==> src/hdl/mpc_pkg.sv <==
// Shared types, constants and reset values for the modem pin cross-connect.
package mpc_pkg;

    localparam int NUM_IN      = 6;
    localparam int PIN_W       = 9;
    localparam int MAP_W       = 2 * PIN_W;
    localparam int CFG_IDX_W   = 3;
    localparam int COUNT_WIDTH = 16;

    // Level vector bit positions
    localparam int LV_BREAK    = 4;
    localparam int LV_CONNECT  = 5;

    typedef enum logic [2:0] {
        MODE_STATUS  = 3'd0,
        MODE_BREAK   = 3'd1,
        MODE_CONNECT = 3'd2,
        MODE_PASS    = 3'd3,
        MODE_INIT    = 3'd4
    } mode_t;

    typedef logic [MAP_W-1:0]       map_t;
    typedef map_t [NUM_IN-1:0]      map_arr_t;
    typedef logic [PIN_W-1:0]       pins_t;
    typedef logic [NUM_IN-1:0]      levels_t;
    typedef logic [COUNT_WIDTH-1:0] count_t;

    // Register order: CTS, DSR, DCD, RI, break, connect
    localparam map_arr_t MAP_RESET = {
        map_t'(0), map_t'(0), map_t'(0), map_t'(0), map_t'(1026), map_t'(513)
    };

    typedef struct packed {
        logic [2:0] mode;
        logic [3:0] status_mask;
        logic [3:0] status_value;
        logic       flag_value;
        pins_t      pin_set_mask;
        pins_t      pin_set_value;
    } evt_t;

    typedef struct packed {
        pins_t pin_mask;
        pins_t pin_value;
        logic  is_passthrough;
    } cmd_t;

    // Evaluation result handed back to the top level
    typedef struct packed {
        logic    emit;
        cmd_t    cmd;
        levels_t levels;
        count_t  count;
    } eval_t;

endpackage

==> src/hdl/mpc_ifs.sv <==
// Request channel interfaces: events in, pin-set commands out.
interface mpc_evt_if;
    import mpc_pkg::*;
    logic       valid;
    logic       ready;
    logic [2:0] mode;
    logic [3:0] status_mask;
    logic [3:0] status_value;
    logic       flag_value;
    pins_t      pin_set_mask;
    pins_t      pin_set_value;

    modport source (output valid, mode, status_mask, status_value, flag_value,
                    pin_set_mask, pin_set_value, input ready);
    modport sink   (input valid, mode, status_mask, status_value, flag_value,
                    pin_set_mask, pin_set_value, output ready);
endinterface

interface mpc_cmd_if;
    import mpc_pkg::*;
    logic  valid;
    logic  ready;
    pins_t pin_mask;
    pins_t pin_value;
    logic  is_passthrough;

    modport source (output valid, pin_mask, pin_value, is_passthrough, input ready);
    modport sink   (input valid, pin_mask, pin_value, is_passthrough, output ready);
endinterface

==> src/hdl/mpc_cfg_regs.sv <==
// Route map registers, one per input signal.
module mpc_cfg_regs (
    input  logic                           clk,
    input  logic                           rst_n,
    input  logic                           cfg_we,
    input  logic [mpc_pkg::CFG_IDX_W-1:0]  cfg_index,
    input  logic [mpc_pkg::MAP_W-1:0]      cfg_data,
    output mpc_pkg::map_arr_t              maps
);
    import mpc_pkg::*;

    map_arr_t maps_reg;
    map_arr_t maps_next;

    always_comb
    begin
        maps_next = maps_reg;
        for (int i = 0; i < NUM_IN; i++)
        begin
            if (cfg_we && cfg_index == CFG_IDX_W'(i))
            begin
                maps_next[i] = cfg_data;
            end
        end
    end

    always_ff @(posedge clk or negedge rst_n)
    begin
        if (!rst_n)
        begin
            maps_reg <= MAP_RESET;
        end
        else
        begin
            maps_reg <= maps_next;
        end
    end

    assign maps = maps_reg;

endmodule

==> src/hdl/mpc_eval.sv <==
// Single-pass evaluation of one event: new levels, counter and pin command.
module mpc_eval (
    input  mpc_pkg::evt_t     evt,
    input  mpc_pkg::map_arr_t maps,
    input  mpc_pkg::levels_t  levels,
    input  mpc_pkg::count_t   count,
    output mpc_pkg::eval_t    res
);
    import mpc_pkg::*;

    levels_t used;
    pins_t   driven;
    levels_t nv;
    count_t  cnt_n;
    levels_t sel;
    levels_t sel_lv;
    levels_t upd;
    pins_t   gmask;
    pins_t   gval;
    pins_t   m;
    pins_t   f;

    always_comb
    begin
        used   = '0;
        driven = '0;
        for (int i = 0; i < NUM_IN; i++)
        begin
            used[i] = |maps[i][PIN_W-1:0];
            driven  = driven | maps[i][PIN_W-1:0];
        end
    end

    always_comb
    begin
        nv     = levels;
        cnt_n  = count;
        sel    = '0;
        sel_lv = levels;
        upd    = '0;
        res    = '0;
        case (evt.mode)
            MODE_STATUS:
            begin
                upd[3:0] = evt.status_mask & used[3:0];
                nv[3:0]  = (evt.status_value & upd[3:0]) | (levels[3:0] & ~upd[3:0]);
                sel      = levels ^ nv;
                sel_lv   = nv;
            end
            MODE_BREAK:
            begin
                if (used[LV_BREAK])
                begin
                    nv[LV_BREAK] = evt.flag_value;
                    sel          = levels ^ nv;
                    sel_lv       = nv;
                end
            end
            MODE_CONNECT:
            begin
                if (used[LV_CONNECT])
                begin
                    if (evt.flag_value)
                    begin
                        if (count != '1)
                        begin
                            cnt_n = count + COUNT_WIDTH'(1);
                        end
                    end
                    else if (count != '0)
                    begin
                        cnt_n = count - COUNT_WIDTH'(1);
                    end
                    nv[LV_CONNECT] = (cnt_n != '0);
                    sel            = levels ^ nv;
                    sel_lv         = nv;
                end
            end
            MODE_INIT:
            begin
                sel = used;
            end
            default:
            begin
                sel = '0;
            end
        endcase

        // OR together the routes of the selected inputs
        gmask = '0;
        gval  = '0;
        for (int i = 0; i < NUM_IN; i++)
        begin
            m = maps[i][PIN_W-1:0];
            f = maps[i][MAP_W-1:PIN_W];
            if (sel[i])
            begin
                gmask = gmask | m;
                gval  = gval | ((sel_lv[i] ? f : ~f) & m);
            end
        end

        res.levels = nv;
        res.count  = cnt_n;
        if (evt.mode == MODE_PASS)
        begin
            res.emit               = 1'b1;
            res.cmd.pin_mask       = evt.pin_set_mask & ~driven;
            res.cmd.pin_value      = evt.pin_set_value;
            res.cmd.is_passthrough = 1'b1;
        end
        else
        begin
            res.emit               = (gmask != '0);
            res.cmd.pin_mask       = gmask;
            res.cmd.pin_value      = gval;
            res.cmd.is_passthrough = 1'b0;
        end
    end

endmodule

==> src/hdl/modem_pin_crossconnect_core.sv <==
// Modem pin cross-connect: routes six serial-line inputs to nine output pins.
//
// Usage:
//   evt  - event requests (modem status, break, connect/disconnect,
//          pin-set pass-through, init), valid/ready handshake.
//   cmd  - pin-set command requests out; zero or one per event. Generated
//          events that touch no routed pin produce nothing; pass-through always emits.
//   cfg_we/cfg_index/cfg_data - write-only route map registers 0..5 (CTS, DSR,
//          DCD, RI, break, connect). Write only while the block is idle.
// Flow: an accepted event waits in the input register until the command register is
//   free or draining; then its command, if any, loads there and stays on cmd until taken.
// Throughput: one event per cycle; the input register and the command
//   register each hold one request, so a new event is taken while a finished
//   command waits on cmd. When cmd stalls, both stages fill and evt.ready
//   drops until cmd.ready returns.
// Reset: levels and connection counter clear, route maps take their defaults
//   (RTS follows CTS, DTR follows DSR), both pipeline stages empty.
module modem_pin_crossconnect_core (
    input  logic                          clk,
    input  logic                          rst_n,
    mpc_evt_if.sink                       evt,
    mpc_cmd_if.source                     cmd,
    input  logic                          cfg_we,
    input  logic [mpc_pkg::CFG_IDX_W-1:0] cfg_index,
    input  logic [mpc_pkg::MAP_W-1:0]     cfg_data
);
    import mpc_pkg::*;

    map_arr_t maps;
    eval_t    ev;

    logic     in_valid_reg;
    evt_t     in_reg;
    logic     out_valid_reg;
    logic     out_valid_next;
    cmd_t     out_reg;
    levels_t  levels_reg;
    count_t   count_reg;
    logic     advance;
    logic     take;

    mpc_cfg_regs u_cfg (
        .clk       (clk),
        .rst_n     (rst_n),
        .cfg_we    (cfg_we),
        .cfg_index (cfg_index),
        .cfg_data  (cfg_data),
        .maps      (maps)
    );

    mpc_eval u_eval (
        .evt    (in_reg),
        .maps   (maps),
        .levels (levels_reg),
        .count  (count_reg),
        .res    (ev)
    );

    assign advance   = !out_valid_reg || cmd.ready;
    assign evt.ready = !in_valid_reg || advance;
    assign take      = evt.valid && evt.ready;

    always_comb
    begin
        out_valid_next = out_valid_reg && !cmd.ready;
        if (advance && in_valid_reg)
        begin
            out_valid_next = ev.emit;
        end
    end

    always_ff @(posedge clk or negedge rst_n)
    begin
        if (!rst_n)
        begin
            in_valid_reg  <= 1'b0;
            out_valid_reg <= 1'b0;
            levels_reg    <= '0;
            count_reg     <= '0;
        end
        else
        begin
            if (evt.ready)
            begin
                in_valid_reg <= evt.valid;
            end
            out_valid_reg <= out_valid_next;
            if (advance && in_valid_reg)
            begin
                levels_reg <= ev.levels;
                count_reg  <= ev.count;
            end
        end
    end

    always_ff @(posedge clk)
    begin
        if (take)
        begin
            in_reg.mode          <= evt.mode;
            in_reg.status_mask   <= evt.status_mask;
            in_reg.status_value  <= evt.status_value;
            in_reg.flag_value    <= evt.flag_value;
            in_reg.pin_set_mask  <= evt.pin_set_mask;
            in_reg.pin_set_value <= evt.pin_set_value;
        end
        if (advance && in_valid_reg && ev.emit)
        begin
            out_reg <= ev.cmd;
        end
    end

    assign cmd.valid          = out_valid_reg;
    assign cmd.pin_mask       = out_reg.pin_mask;
    assign cmd.pin_value      = out_reg.pin_value;
    assign cmd.is_passthrough = out_reg.is_passthrough;

endmodule

==> src/flat_wrapper.sv <==
// flat-port wrapper written by rule: the top's interface ports become plain ports
module modem_pin_crossconnect_core_flat import mpc_pkg::*;
  (clk, rst_n, cfg_we, cfg_index, cfg_data, evt_valid, evt_mode, evt_status_mask, evt_status_value, evt_flag_value, evt_pin_set_mask, evt_pin_set_value, evt_ready, cmd_valid, cmd_pin_mask, cmd_pin_value, cmd_is_passthrough, cmd_ready);
  mpc_evt_if evt_i ();
  mpc_cmd_if cmd_i ();
  input  logic clk;
  input  logic rst_n;
  input  logic cfg_we;
  input  logic [mpc_pkg::CFG_IDX_W-1:0] cfg_index;
  input  logic [mpc_pkg::MAP_W-1:0] cfg_data;
  input wire logic [$bits(evt_i.valid)-1:0] evt_valid;
  input wire logic [$bits(evt_i.mode)-1:0] evt_mode;
  input wire logic [$bits(evt_i.status_mask)-1:0] evt_status_mask;
  input wire logic [$bits(evt_i.status_value)-1:0] evt_status_value;
  input wire logic [$bits(evt_i.flag_value)-1:0] evt_flag_value;
  input wire logic [$bits(evt_i.pin_set_mask)-1:0] evt_pin_set_mask;
  input wire logic [$bits(evt_i.pin_set_value)-1:0] evt_pin_set_value;
  output wire logic [$bits(evt_i.ready)-1:0] evt_ready;
  output wire logic [$bits(cmd_i.valid)-1:0] cmd_valid;
  output wire logic [$bits(cmd_i.pin_mask)-1:0] cmd_pin_mask;
  output wire logic [$bits(cmd_i.pin_value)-1:0] cmd_pin_value;
  output wire logic [$bits(cmd_i.is_passthrough)-1:0] cmd_is_passthrough;
  input wire logic [$bits(cmd_i.ready)-1:0] cmd_ready;
  assign evt_i.valid = evt_valid;
  assign evt_i.mode = evt_mode;
  assign evt_i.status_mask = evt_status_mask;
  assign evt_i.status_value = evt_status_value;
  assign evt_i.flag_value = evt_flag_value;
  assign evt_i.pin_set_mask = evt_pin_set_mask;
  assign evt_i.pin_set_value = evt_pin_set_value;
  assign evt_ready = evt_i.ready;
  assign cmd_valid = cmd_i.valid;
  assign cmd_pin_mask = cmd_i.pin_mask;
  assign cmd_pin_value = cmd_i.pin_value;
  assign cmd_is_passthrough = cmd_i.is_passthrough;
  assign cmd_i.ready = cmd_ready;
  modem_pin_crossconnect_core u_core (.clk(clk), .rst_n(rst_n), .evt(evt_i), .cmd(cmd_i), .cfg_we(cfg_we), .cfg_index(cfg_index), .cfg_data(cfg_data));
endmodule
==> config.mk <==
export PLATFORM = sky130hd
export DESIGN_NAME = modem_pin_crossconnect_core_flat
export DESIGN_NICKNAME = d
export VERILOG_FILES = /design/src/hdl/mpc_pkg.sv /design/src/hdl/mpc_ifs.sv /design/src/hdl/mpc_cfg_regs.sv /design/src/hdl/mpc_eval.sv /design/src/hdl/modem_pin_crossconnect_core.sv /design/src/flat_wrapper.sv
export SDC_FILE = /design/constraint.sdc
export NUM_CORES = 1
export LEC_CHECK = 0
export ABC_CLOCK_PERIOD_IN_PS = 6100
export BUFFER_PORTS_ARGS = -buffer_cell sky130_fd_sc_hd__buf_2
export CAP_MARGIN = 20
export CORE_ASPECT_RATIO = 0.8
export CORE_MARGIN = 2
export CORE_UTILIZATION = 45
export CTS_BUF_LIST = sky130_fd_sc_hd__clkbuf_16
export CTS_CLUSTER_DIAMETER = 200
export DETAILED_ROUTE_END_ITERATION = 7
export PLACE_DENSITY = 0.66
export SYNTH_ARGS = -nofsm -noshare
export SYNTH_HDL_FRONTEND = slang
export SYNTH_SLANG_ARGS = --single-unit
==> constraint.sdc <==
create_clock -name clk -period 6.1 [get_ports clk]
set_input_delay 0.915 -clock clk [delete_from_list [all_inputs] [get_ports clk]]
set_output_delay 0.915 -clock clk [all_outputs]
set_load 0.03 [all_outputs]
==> impl_results.html <==
<table>
<tr><th>Metric</th><th>Value</th></tr>
<tr><th colspan="2">Worst hold path</th></tr>
<tr><td>Cell count of the worst hold path</td><td>2</td></tr>
<tr><td>Terminating pin of the worst hold path</td><td>u_core.levels_reg[4]$_DFFE_PN0P_</td></tr>
<tr><td>Worst Min Path Start</td><td>u_core.levels_reg[4]$_DFFE_PN0P_</td></tr>
<tr><td>Path class of the lowest-slack min-delay path</td><td>register to register</td></tr>
<tr><th colspan="2">STA</th></tr>
<tr><td>F_max</td><td>0.221 GHz</td></tr>
<tr><td>Relative slew slack</td><td>about a third</td></tr>
<tr><td>Number of hold violations in the final report</td><td>0</td></tr>
<tr><td>Total negative slack</td><td>0 ns</td></tr>
<tr><td>Tcrit/Tclk final</td><td>74.2%</td></tr>
<tr><td>Worst Tran Pin Value</td><td>approximately 0.99 ns</td></tr>
<tr><td>Shortest period the worst path allows</td><td>4.52 ns</td></tr>
<tr><td>RSZ-0062 raised after global routing</td><td>no</td></tr>
<tr><td>Fin. max-slew vios</td><td>0</td></tr>
<tr><td>Final hold slack</td><td>0.530 ns</td></tr>
<tr><td>Worst setup skew after layout</td><td>around 0.012 ns</td></tr>
<tr><td>Setup violation total in the final timing report</td><td>0</td></tr>
<tr><th colspan="2">Cells and area</th></tr>
<tr><td>Area growth syn-to-layout</td><td>13.4%</td></tr>
<tr><td>Non-Filler Cell Area, Final</td><td>0.0107 mm2</td></tr>
<tr><td>Layout Nets</td><td>951</td></tr>
<tr><td>Layout cell share with drive strength beyond 1</td><td>~29%</td></tr>
<tr><td>Final core occ</td><td>just over 50%</td></tr>
<tr><td>Diode count</td><td>0</td></tr>
<tr><td>Flip-flop count of the largest register after layout</td><td>108</td></tr>
<tr><th colspan="2">Clock tree</th></tr>
<tr><td>Post-CTS Setup Bufs</td><td>0</td></tr>
<tr><td>Count of cells resized by post-cts repair</td><td>0</td></tr>
<tr><td>CTS clk-pin slew, worst paths</td><td>0.07 ns</td></tr>
<tr><td>Clock insertion delay at the later pin of the skew report</td><td>0.44 ns</td></tr>
<tr><td>Clock root cell</td><td>clkbuf_16</td></tr>
<tr><td>Clock tree from TritonCTS</td><td>built</td></tr>
<tr><td>CTS Hold Bufs</td><td>0</td></tr>
<tr><td>Clock Path Buffers</td><td>2</td></tr>
<tr><td>H-Tree Level Count</td><td>4</td></tr>
<tr><td>Clock buffers created by TritonCTS</td><td>17</td></tr>
<tr><td>TritonCTS sink count</td><td>181</td></tr>
<tr><th colspan="2">Logic synthesis</th></tr>
<tr><td>Most instantiated flip-flop cell in the synthesis netlist</td><td>dfrtp_1</td></tr>
<tr><td>Post-synthesis cell type count</td><td>64</td></tr>
<tr><td>Multiplexer area fraction after synthesis</td><td>about 14%</td></tr>
<tr><td>Count of warnings emitted by yosys</td><td>0</td></tr>
<tr><td>Post-synthesis adder-cell area fraction</td><td>0.399%</td></tr>
<tr><td>Gate count of the mapped netlist</td><td>820</td></tr>
<tr><td>Post-synth ARST share</td><td>~73%</td></tr>
<tr><td>Basic-gate share of the synthesized area counting and, or, nand and nor cells</td><td>15.3%</td></tr>
<tr><td>Number of enable-type register cells in the synthesized netlist</td><td>49</td></tr>
<tr><td>Main combinational cell family by area after synthesis</td><td>simple AND/OR/NAND/NOR gates</td></tr>
<tr><td>Register bit count reported by yosys</td><td>181</td></tr>
<tr><td>Sequential area share after synthesis</td><td>50.8%</td></tr>
<tr><td>Compound-gate portion of the synthesized area</td><td>9.96%</td></tr>
<tr><td>Synthesized area divided by synthesized cell count</td><td>11.5 um2</td></tr>
<tr><td>Net count after synthesis</td><td>between 800 and 900</td></tr>
<tr><td>Post-synthesis xor/xnor area fraction</td><td>6.98%</td></tr>
<tr><td>Syn Std Cell Area</td><td>0.00941 mm2</td></tr>
<tr><th colspan="2">Worst setup path</th></tr>
<tr><td>Setup crit end kind</td><td>register</td></tr>
<tr><td>Length in cells of the worst reg-to-reg path</td><td>12</td></tr>
<tr><td>R2r endpoint</td><td>u_core.cmd.pin_value[5]$_DFFE_PP_</td></tr>
<tr><td>CP Launch Type</td><td>register</td></tr>
<tr><td>Worst reg-to-reg setup slack</td><td>1.58 ns</td></tr>
<tr><td>Setup Crit Path Kind</td><td>register to register</td></tr>
<tr><td>Worst reg2reg path startpoint</td><td>u_core.count_reg[1]$_DFFE_PN0P_</td></tr>
<tr><td>Worst Path Arrival</td><td>4.63 ns</td></tr>
<tr><td>Largest fanout on the critical path</td><td>19</td></tr>
<tr><td>Critical path required time</td><td>approximately 6.2 ns</td></tr>
<tr><th colspan="2">Run</th></tr>
<tr><td>Max-cap viol count</td><td>0</td></tr>
<tr><th colspan="2">Detailed routing</th></tr>
<tr><td>Detailed Route WL</td><td>26600 um</td></tr>
<tr><td>Vias</td><td>7382</td></tr>
<tr><td>DRC violations left</td><td>0</td></tr>
<tr><td>DRC marker count from the first detailed-route iteration</td><td>a little over 900</td></tr>
<tr><td>Wire per inst</td><td>22.7 um</td></tr>
<tr><td>Count of nets left with antenna violations after detail routing</td><td>0</td></tr>
<tr><td>Length of the first detailed-routing pass in iterations</td><td>6</td></tr>
<tr><td>Via count normalized by instance count</td><td>around 6.3</td></tr>
<tr><th colspan="2">Placed design</th></tr>
<tr><td>Buffers on Ports</td><td>76</td></tr>
<tr><td>Final estimated routing congestion in global placement</td><td>between 0.9 and 1</td></tr>
<tr><td>Area post-placement</td><td>0.0101 mm2</td></tr>
<tr><td>Total half-perimeter wirelength after legalization and detailed placement</td><td>18400 um</td></tr>
<tr><th colspan="2">Floorplan</th></tr>
<tr><td>Placeable Area</td><td>0.0206 mm2</td></tr>
<tr><td>Starting density of the core</td><td>45.7%</td></tr>
<tr><td>Horizontal extent of the die</td><td>166 um</td></tr>
<tr><td>Die area</td><td>0.0221 mm2</td></tr>
<tr><td>Number of core rows</td><td>47</td></tr>
<tr><td>I/O Pins</td><td>77</td></tr>
<tr><td>Die Y</td><td>133 um</td></tr>
<tr><th colspan="2">Power</th></tr>
<tr><td>Highest ir drop seen on vdd</td><td>around 0.00026 V</td></tr>
<tr><td>Fraction of power spent switching nets</td><td>36.7%</td></tr>
<tr><td>Power dissipated by switching net loads</td><td>1.50 mW</td></tr>
<tr><td>Static power due to leakage</td><td>4.22 nW</td></tr>
<tr><td>Part of the total power dissipated in sequential elements</td><td>44.6%</td></tr>
<tr><td>Part of the total power dissipated in combinational logic</td><td>29.3%</td></tr>
<tr><td>Internal Dissipation</td><td>roughly 2.6 mW</td></tr>
<tr><td>Cell Pwr Density</td><td>384 mW/mm2</td></tr>
<tr><td>Portion of total power attributed to the clock network</td><td>26.0%</td></tr>
<tr><th colspan="2">GRT</th></tr>
<tr><td>Sum of overflow across all layers after global routing</td><td>0</td></tr>
<tr><td>Wire length of the first global-routing pass</td><td>approximately 41000 um</td></tr>
<tr><td>Via count of the first global-routing pass</td><td>6954</td></tr>
<tr><td>Number of antenna violations at the first check in global routing</td><td>1</td></tr>
<tr><td>Aggregate global-route resource usage</td><td>24.4%</td></tr>
<tr><td>Maximum number of pins on one net before global-route repair</td><td>80</td></tr>
<tr><th colspan="2">Run status</th></tr>
<tr><td>Outcome</td><td>complete, no violations</td></tr>
</table>
-- worst max path at each step --
stage,from,end,depth (start not counted)
after CTS,u_core.count_reg[1]$_DFFE_PN0P_,u_core.cmd.pin_mask[8]$_DFFE_PP_,12
final,u_core.count_reg[1]$_DFFE_PN0P_,u_core.cmd.pin_value[5]$_DFFE_PP_,12
after detailed placement,u_core.count_reg[1]$_DFFE_PN0P_,u_core.cmd.pin_value[4]$_DFFE_PP_,12
after global placement,u_core.count_reg[1]$_DFFE_PN0P_,u_core.cmd.pin_value[4]$_DFFE_PP_,12
after floorplan,u_core.count_reg[0]$_DFFE_PN0P_,u_core.cmd.is_passthrough$_DFFE_PP_,12
after global routing,u_core.count_reg[1]$_DFFE_PN0P_,u_core.cmd.pin_mask[8]$_DFFE_PP_,12
-- synth_stat cells (4+ instances only) --
cell | number | area, um2
and2_1 | 6 | 37.5
nand2b_1 | 5 | 31.3
mux2i_1 | 6 | 60.1
nand2_1 | 47 | 176
nor2_1 | 30 | 113
o22ai_1 | 8 | 50.1
xnor2_1 | 41 | 359
dfstp_2 | 4 | 105
o31ai_1 | 10 | 75.1
inv_1 | 16 | 60.1
nor4b_1 | 9 | 78.8
and4_1 | 13 | 114
nor3_1 | 29 | 145
xor2_1 | 34 | 298
o21ai_0 | 27 | 135
o221ai_1 | 10 | 87.6
nor4_1 | 12 | 75.1
dfrtp_1 | 128 | 3200
nand4_1 | 21 | 131
a31oi_1 | 18 | 113
clkbuf_1 | 24 | 90.1
a211oi_1 | 6 | 45.0
a21oi_1 | 8 | 40.0
a311oi_1 | 4 | 35.0
a41oi_1 | 4 | 35.0
mux2_2 | 112 | 1260
a31o_2 | 5 | 43.8
a22oi_1 | 11 | 82.6
edfxtp_1 | 49 | 1470
and3_1 | 9 | 56.3
buf_2 | 12 | 60.1
nor4_2 | 4 | 50.1
nand3_1 | 37 | 185
-- logic make-up after synthesis --
group,Yosys count
AO/OA/AOI/OAI,134
XOR/XNOR,75
adder cells (fa/ha/maj),3
buffers and inverters,56
flip-flops,181
multiplexers,118
AND/OR/NAND/NOR,253
-- critical path: stages, from the launching register on --
cell	delay, ns
dfrtp_1	0.47
inv_1	0.16
ha_1	0.16
nor4b_2	0.37
nand4_1	0.49
and3_1	0.38
or2_1	0.23
o31a_1	0.31
or4_4	0.53
or4_1	0.48
o211a_1	0.17
a21boi_2	0.13
buf_4	0.31
-- final cells by class --
class	instances	area (um2)
inverter	16	60.1
clock buffer	17	425
sequential	181	4780
multi-input combinational	583	4410
fill	1819	9920
tap	269	337
clock inverter	15	136
timing repair buffer	93	514
-- per-stage QoR --
step | worst slack, ns | cells | total power [mW]
floorplan | 1.72 | 820 | 2.62
global placement | 1.73 | 1142 | 3.00
detailed placement | 1.61 | 1142 | 3.02
CTS | 1.62 | 1174 | 4.08
global route | 1.27 | 1174 | 4.29
finish | 1.58 | 1174 | 4.09
-- layout by cell type (no fill, tap or decap), types with 4 or more instances in the layout --
master,instances
nand3_1,37
and2_1,5
inv_8,4
a21oi_1,8
nor4_1,12
dfrtp_1,128
nand2b_1,5
edfxtp_1,49
nor3_2,4
a41oi_1,4
a22oi_1,11
clkinv_4,4
a311oi_1,4
xnor2_1,41
and3_1,9
nor3_1,28
o21ai_0,27
o22ai_1,8
a31o_2,5
nor2_1,29
o221ai_1,10
xor2_1,34
inv_1,16
mux2_2,112
a31oi_1,18
buf_4,17
and4_1,13
nand2_1,47
o31ai_1,10
mux2i_1,6
nor4b_1,9
dfstp_2,4
nand4_1,21
buf_2,75
nor4_2,4
a211oi_1,6
clkbuf_16,17
-- power groups by stage --
| stage | logic, mW | registers (mW) | clock network [mW] |
|---|---|---|---|
| finish | 1.20 | 1.83 | 1.06 |
| global route | 1.30 | 1.86 | 1.13 |
| CTS | 1.19 | 1.81 | 1.08 |
| detailed placement | 1.18 | 1.84 | 0 |
| global placement | 1.17 | 1.83 | 0 |
| floorplan | 0.862 | 1.76 | 0 |
-- per-layer routing --
metal / global-route usage [%] / wire length [um] / up-vias
met3: 5.44 / 2090 / 49
met5: 0 / 15 / -
li1: - / - / 3269
met4: 6.09 / 437 / 2
met2: 34.6 / 11200 / 365
met1: 37.9 / 12900 / 3697
(Power assumes the default switching activity.)
